--- src/gmo_pkg.sv ---
package gmo_pkg;

   localparam int MaxWidth    = 1024;
   localparam int MaxHeight   = 4096;
   localparam int ColW        = $clog2(MaxWidth);
   localparam int RowW        = $clog2(MaxHeight);
   localparam int WidthRegW   = 11;
   localparam int HeightRegW  = 13;
   localparam int CsrDataW    = 13;
   localparam int PixW        = 8;
   localparam int DiffW       = PixW + 1;
   localparam int MagW        = 13;
   localparam int AngW        = 16;
   localparam int CordicSteps = 21;
   localparam int StepW       = 5;
   localparam int SqrtSteps   = 13;
   localparam int PrecShift   = 20;
   localparam int CordW       = 32;
   localparam int ZW          = 33;

   localparam logic CsrImageWidth  = 1'b0;
   localparam logic CsrImageHeight = 1'b1;

   localparam logic [AngW-1:0] AngZero         = 16'd0;
   localparam logic [AngW-1:0] AngQuarterTurn  = 16'd16384;
   localparam logic [AngW-1:0] AngHalfTurn     = 16'd32768;
   localparam logic [AngW-1:0] AngThreeQuarter = 16'd49152;

   typedef enum logic [1:0] {
      ST_IDLE,
      ST_CALC,
      ST_ITER,
      ST_DONE
   } state_type;

   typedef struct packed {
      logic             capture;
      logic             calc;
      logic             iter;
      logic [StepW-1:0] step;
      logic             load_out;
   } ctrl_cmd_type;

   typedef struct packed {
      logic has_result;
   } dp_status_type;

   // atan(2^-i) in units of 2^-32 turn
   function automatic logic [CordW-1:0] atan_turn(input logic [StepW-1:0] i);
      logic [CordW-1:0] v;
      case (i)
         5'd0:    v = 32'd536870912;
         5'd1:    v = 32'd316933406;
         5'd2:    v = 32'd167458907;
         5'd3:    v = 32'd85004756;
         5'd4:    v = 32'd42667331;
         5'd5:    v = 32'd21354465;
         5'd6:    v = 32'd10679838;
         5'd7:    v = 32'd5340245;
         5'd8:    v = 32'd2670163;
         5'd9:    v = 32'd1335087;
         5'd10:   v = 32'd667544;
         5'd11:   v = 32'd333772;
         5'd12:   v = 32'd166886;
         5'd13:   v = 32'd83443;
         5'd14:   v = 32'd41722;
         5'd15:   v = 32'd20861;
         5'd16:   v = 32'd10430;
         5'd17:   v = 32'd5215;
         5'd18:   v = 32'd2608;
         5'd19:   v = 32'd1304;
         5'd20:   v = 32'd652;
         default: v = 32'd0;
      endcase
      return v;
   endfunction

endpackage

--- src/gmo_controller.sv ---
module gmo_controller (
   input  logic                   clock,
   input  logic                   reset,
   input  logic                   req_valid,
   output logic                   req_ready,
   output logic                   rsp_valid,
   input  logic                   rsp_ready,
   input  gmo_pkg::dp_status_type status,
   output gmo_pkg::ctrl_cmd_type  cmd
);
   localparam logic [gmo_pkg::StepW-1:0] LastStep = gmo_pkg::StepW'(gmo_pkg::CordicSteps - 1);

   gmo_pkg::state_type           state_ff, state_in;
   logic [gmo_pkg::StepW-1:0]    step_ff, step_in;
   logic                         rsp_valid_ff, rsp_valid_in;
   logic                         out_free;

   assign out_free = !rsp_valid_ff || rsp_ready;

   always_comb begin
      state_in = state_ff;
      case (state_ff)
         gmo_pkg::ST_IDLE: begin
            if (req_valid) state_in = gmo_pkg::ST_CALC;
         end
         gmo_pkg::ST_CALC: begin
            state_in = status.has_result ? gmo_pkg::ST_ITER : gmo_pkg::ST_IDLE;
         end
         gmo_pkg::ST_ITER: begin
            if (step_ff == LastStep) state_in = gmo_pkg::ST_DONE;
         end
         gmo_pkg::ST_DONE: begin
            if (out_free) state_in = gmo_pkg::ST_IDLE;
         end
         default: state_in = gmo_pkg::ST_IDLE;
      endcase
   end

   always_comb begin
      req_ready    = 1'b0;
      cmd          = '0;
      cmd.step     = step_ff;
      step_in      = '0;
      rsp_valid_in = rsp_valid_ff && !rsp_ready;
      case (state_ff)
         gmo_pkg::ST_IDLE: begin
            req_ready   = 1'b1;
            cmd.capture = req_valid;
         end
         gmo_pkg::ST_CALC: begin
            cmd.calc = 1'b1;
         end
         gmo_pkg::ST_ITER: begin
            cmd.iter = 1'b1;
            step_in  = step_ff + 1'b1;
         end
         gmo_pkg::ST_DONE: begin
            if (out_free) begin
               cmd.load_out = 1'b1;
               rsp_valid_in = 1'b1;
            end
         end
         default: ;
      endcase
   end

   always_ff @(posedge clock) begin
      if (reset) begin
         state_ff     <= gmo_pkg::ST_IDLE;
         step_ff      <= '0;
         rsp_valid_ff <= 1'b0;
      end else begin
         state_ff     <= state_in;
         step_ff      <= step_in;
         rsp_valid_ff <= rsp_valid_in;
      end
   end

   assign rsp_valid = rsp_valid_ff;

   a_accept_to_calc: assert property (@(posedge clock) disable iff (reset)
      (req_valid && req_ready) |=> state_ff == gmo_pkg::ST_CALC)
      else $error("accepted pixel not followed by calc");

   a_iter_length: assert property (@(posedge clock) disable iff (reset)
      (state_ff == gmo_pkg::ST_ITER && step_ff == LastStep) |=> state_ff == gmo_pkg::ST_DONE)
      else $error("iteration did not end after last step");

   a_no_overwrite: assert property (@(posedge clock) disable iff (reset)
      cmd.load_out |-> (!rsp_valid_ff || rsp_ready))
      else $error("output register overwritten while held");

   a_load_shows: assert property (@(posedge clock) disable iff (reset)
      cmd.load_out |=> rsp_valid)
      else $error("loaded result not presented");

endmodule

--- config.mk ---
export PLATFORM = sky130hd
export DESIGN_NAME = gmo_controller
export DESIGN_NICKNAME = d
export VERILOG_FILES = /design/src/gmo_pkg.sv /design/src/gmo_controller.sv
export SDC_FILE = /design/constraint.sdc
export NUM_CORES = 1
export LEC_CHECK = 0
export BUFFER_PORTS_ARGS = -buffer_cell sky130_fd_sc_hd__buf_2
export CAP_MARGIN = 20
export CORE_AREA = 2 2 39 41
export DETAILED_ROUTE_END_ITERATION = 16
export DIE_AREA = 0 0 41 43
export PLACE_DENSITY = 0.48
export SLEW_MARGIN = 20
export SYNTH_ARGS = -nofsm -noshare
export SYNTH_HDL_FRONTEND = slang
export SYNTH_SLANG_ARGS = --single-unit
--- constraint.sdc ---
create_clock -name clock -period 1.65 [get_ports clock]
set_input_delay 0.33 -clock clock [delete_from_list [all_inputs] [get_ports clock]]
set_output_delay 0.33 -clock clock [all_outputs]
set_load 0.02 [all_outputs]
==> impl_metrics.yaml <==
layout:
  fin_nets: 68
  diodes: 0
  fin_area_um2: 469.2
  area_growth_syn_to_layout_pct: 33.45
  multi_input_area_um2: 176.4
  final_cells: 75
  utilization_pct: 33.91
  layout-drive-gt1-share_pct: 33.90
  n_fill_cell: 155
  register_area_um2: 160.2
place:
  dpl.cell_count: 72
  gp_congestion: 0.5982
  dp_hpwl_um: 539.3
  io_buffers: 15
  placed_cell_area_um2: 446.7
worst_setup_path:
  startpoint_type: "flip-flop"
  arrival_ns: 1.12
  reg2reg_to: "step_ff[3]"
  crit_path_max_fanout: 8
  required_ns: 1.32
  worstSetupPathType: "flip-flop to output port"
  r2r-start: "state_ff[0]"
  rr_worst_depth: 3
  crit_path_end_kind: "output port"
  r2r_setup_slack_ns: 0.66
power_and_ir_drop:
  powerDensity_nw_per_um2: 818.1
  ir_drop_mv: 0.4426
  seqPwrFrac_pct: 52.8
  p_clk_share_pct: 37.1
  power.internal_uw: 296.1
  pwr-share-comb_pct: 10.1
  power.leakage_uw: 0.0002205
  p_sw_uw: 87.77
  switching_share_pct: 22.86
clock_network:
  ctsResizeCount: 0
  clk_latency_ns: 0.24
  root_buffer: "clkbuf_4"
  cts.hold.buffers_added: 0
  cts_made_buffers: 3
  cts_sinks: 8
  clk_path_buf_depth: 2
  htree_num_levels: 1
  clk_pin_slew_ns: 0.05
  post_cts_buffers: 0
  cts_tree: "yes"
timing:
  setup_violations: 0
  tightest_slew_ns: 0.2351
  hold_ws_ns: 0.2940
  hold_viol_final: 0
  tns_ns: 0
  slew_violations: 0
  maxSlewHeadroom_pct: 84.29
  skew_ns: 0.001249
  clock.fmax_mhz: 689.6
  period_needed_ns: 1.450
  rsz0062_at_grt: "no"
  min_period_over_period_pct: 87.88
global_route:
  grt-ovfl-total: 0
  grt_usage_pct: 9.839
  grt_start_max_net_pins: 9
  antenna_found_initial: 0
  grt_pass1_wl_mm: 1.117
  grt_pass1_vias: 282
synth:
  synth_fp_nets: 48
  synth_edf_count: 0
  synth_area_leader_cell: "dfxtp_1"
  synthesis.area_um2: 351.6
  synth-seq-cells: 8
  async_reset_ff_share_pct: 0
  ys.flop_type: "dfxtp_1"
  synth_cell_types: 17
  synthCells: 41
  synth_warnings: 0
  ys_seq_area_share_pct: 45.55
  syn_area_per_cell_um2: 8.575
  synth_top_area_share_pct: 45.55
  synth_area_leaders: "dfxtp_1 (46%), nor2_1 (8.5%), ha_1 (7.1%), xor2_1 (5.0%), a21oi_1 (4.3%)"
  synth_common_cells: "dfxtp_1 (8), nor2_1 (8), inv_1 (4)"
drt:
  drt-total-wl_um: 680
  drc_errors: 0
  drt_iter0_drc: 0
  num_vias: 315
  via_per_inst: 4.200
  drtAntennaViolNets: 0
  avgRoutedWirePerCell_um: 9.067
  drtPass1Iterations: 1
floorplan:
  design.die.area_um2: 1763
  initial_core_util_pct: 25.41
  io_pins: 16
  fp.dieW_um: 41
  core_um2: 1384
  num_rows: 14
  die_h_um: 43
worst_hold_path:
  hp-class: "primary input to flip-flop"
  hp-start: "reset"
  min_path_cells: 2
run:
  max-cap-violations: 0
status:
  outcome: "complete, no violations"
cell usage in the layout (no fill, tap or decap), types with 3 or more instances in the layout:
cell type,netlist,final
clkbuf_4,0,3
inv_1,4,4
nor2_1,8,8
a21oi_1,3,3
dfxtp_1,8,8
buf_2,0,15
worst max-delay path: stages, from the launching register on:
cell and delay [ns]:
dfxtp_1 0.44, and2b_2 0.27, buf_2 0.16
routing by layer:
layer	up-vias	track usage, %	routed length [um]	share of wire, %
met4	0	10.00	10	1.5
met2	14	12.81	272	40
li1	168	-	-	-
met1	131	12.54	335	49
met3	2	1.571	62	9.1
met5	-	0	0	0
worst max path at each step:
stage | from | to | cells after the start
2_1_floorplan | state_ff[0] | cmd[8] | 1
3_3_place_gp | rsp_ready | cmd[0] | 4
3_5_place_dp | rsp_ready | cmd[0] | 4
4_1_cts | state_ff[0] | cmd[6] | 2
5_1_grt | state_ff[0] | cmd[6] | 2
6_report | state_ff[0] | cmd[6] | 2
through the flow:
step                      worst slack, ns  power [uW]
after detailed placement           0.4626       245.9
after CTS                          0.1928       392.5
after global routing               0.1363       408.0
after floorplan                    0.3765       229.6
final                              0.1999       383.9
after global placement             0.4708       245.3
power groups by stage:
stage	registers [uW]	clock network (uW)	logic (uW)
floorplan	207	0	23.0
global placement	207	0	38.8
detailed placement	207	0	39.2
global route	203	161	43.5
finish	203	143	38.6
CTS	203	151	39.3
logic make-up (layout without fill, tap and decap cells):
kind of cell | after synthesis | in the layout | share of synthesized area [%]
xor gates and xnor gates | 3 | 3 | 7.475
adders and majority gates | 2 | 2 | 7.116
AOI/OAI and AO/OA | 5 | 5 | 7.472
and+or+nand+nor | 19 | 19 | 28.12
buffers and inverters | 4 | 22 | 4.269
DFF | 8 | 8 | 45.55
layout make-up:
| type | count | share of cell area [%] |
|---|---|---|
| repair buffers | 15 | 16.00 |
| inverters | 4 | 3.200 |
| clock buffers | 3 | 4.800 |
| well taps | 16 | 4.267 |
| multi-input cells | 29 | 37.60 |
| flip-flops and latches | 8 | 34.13 |
Note: power is estimated with default switching activity, not from simulation.
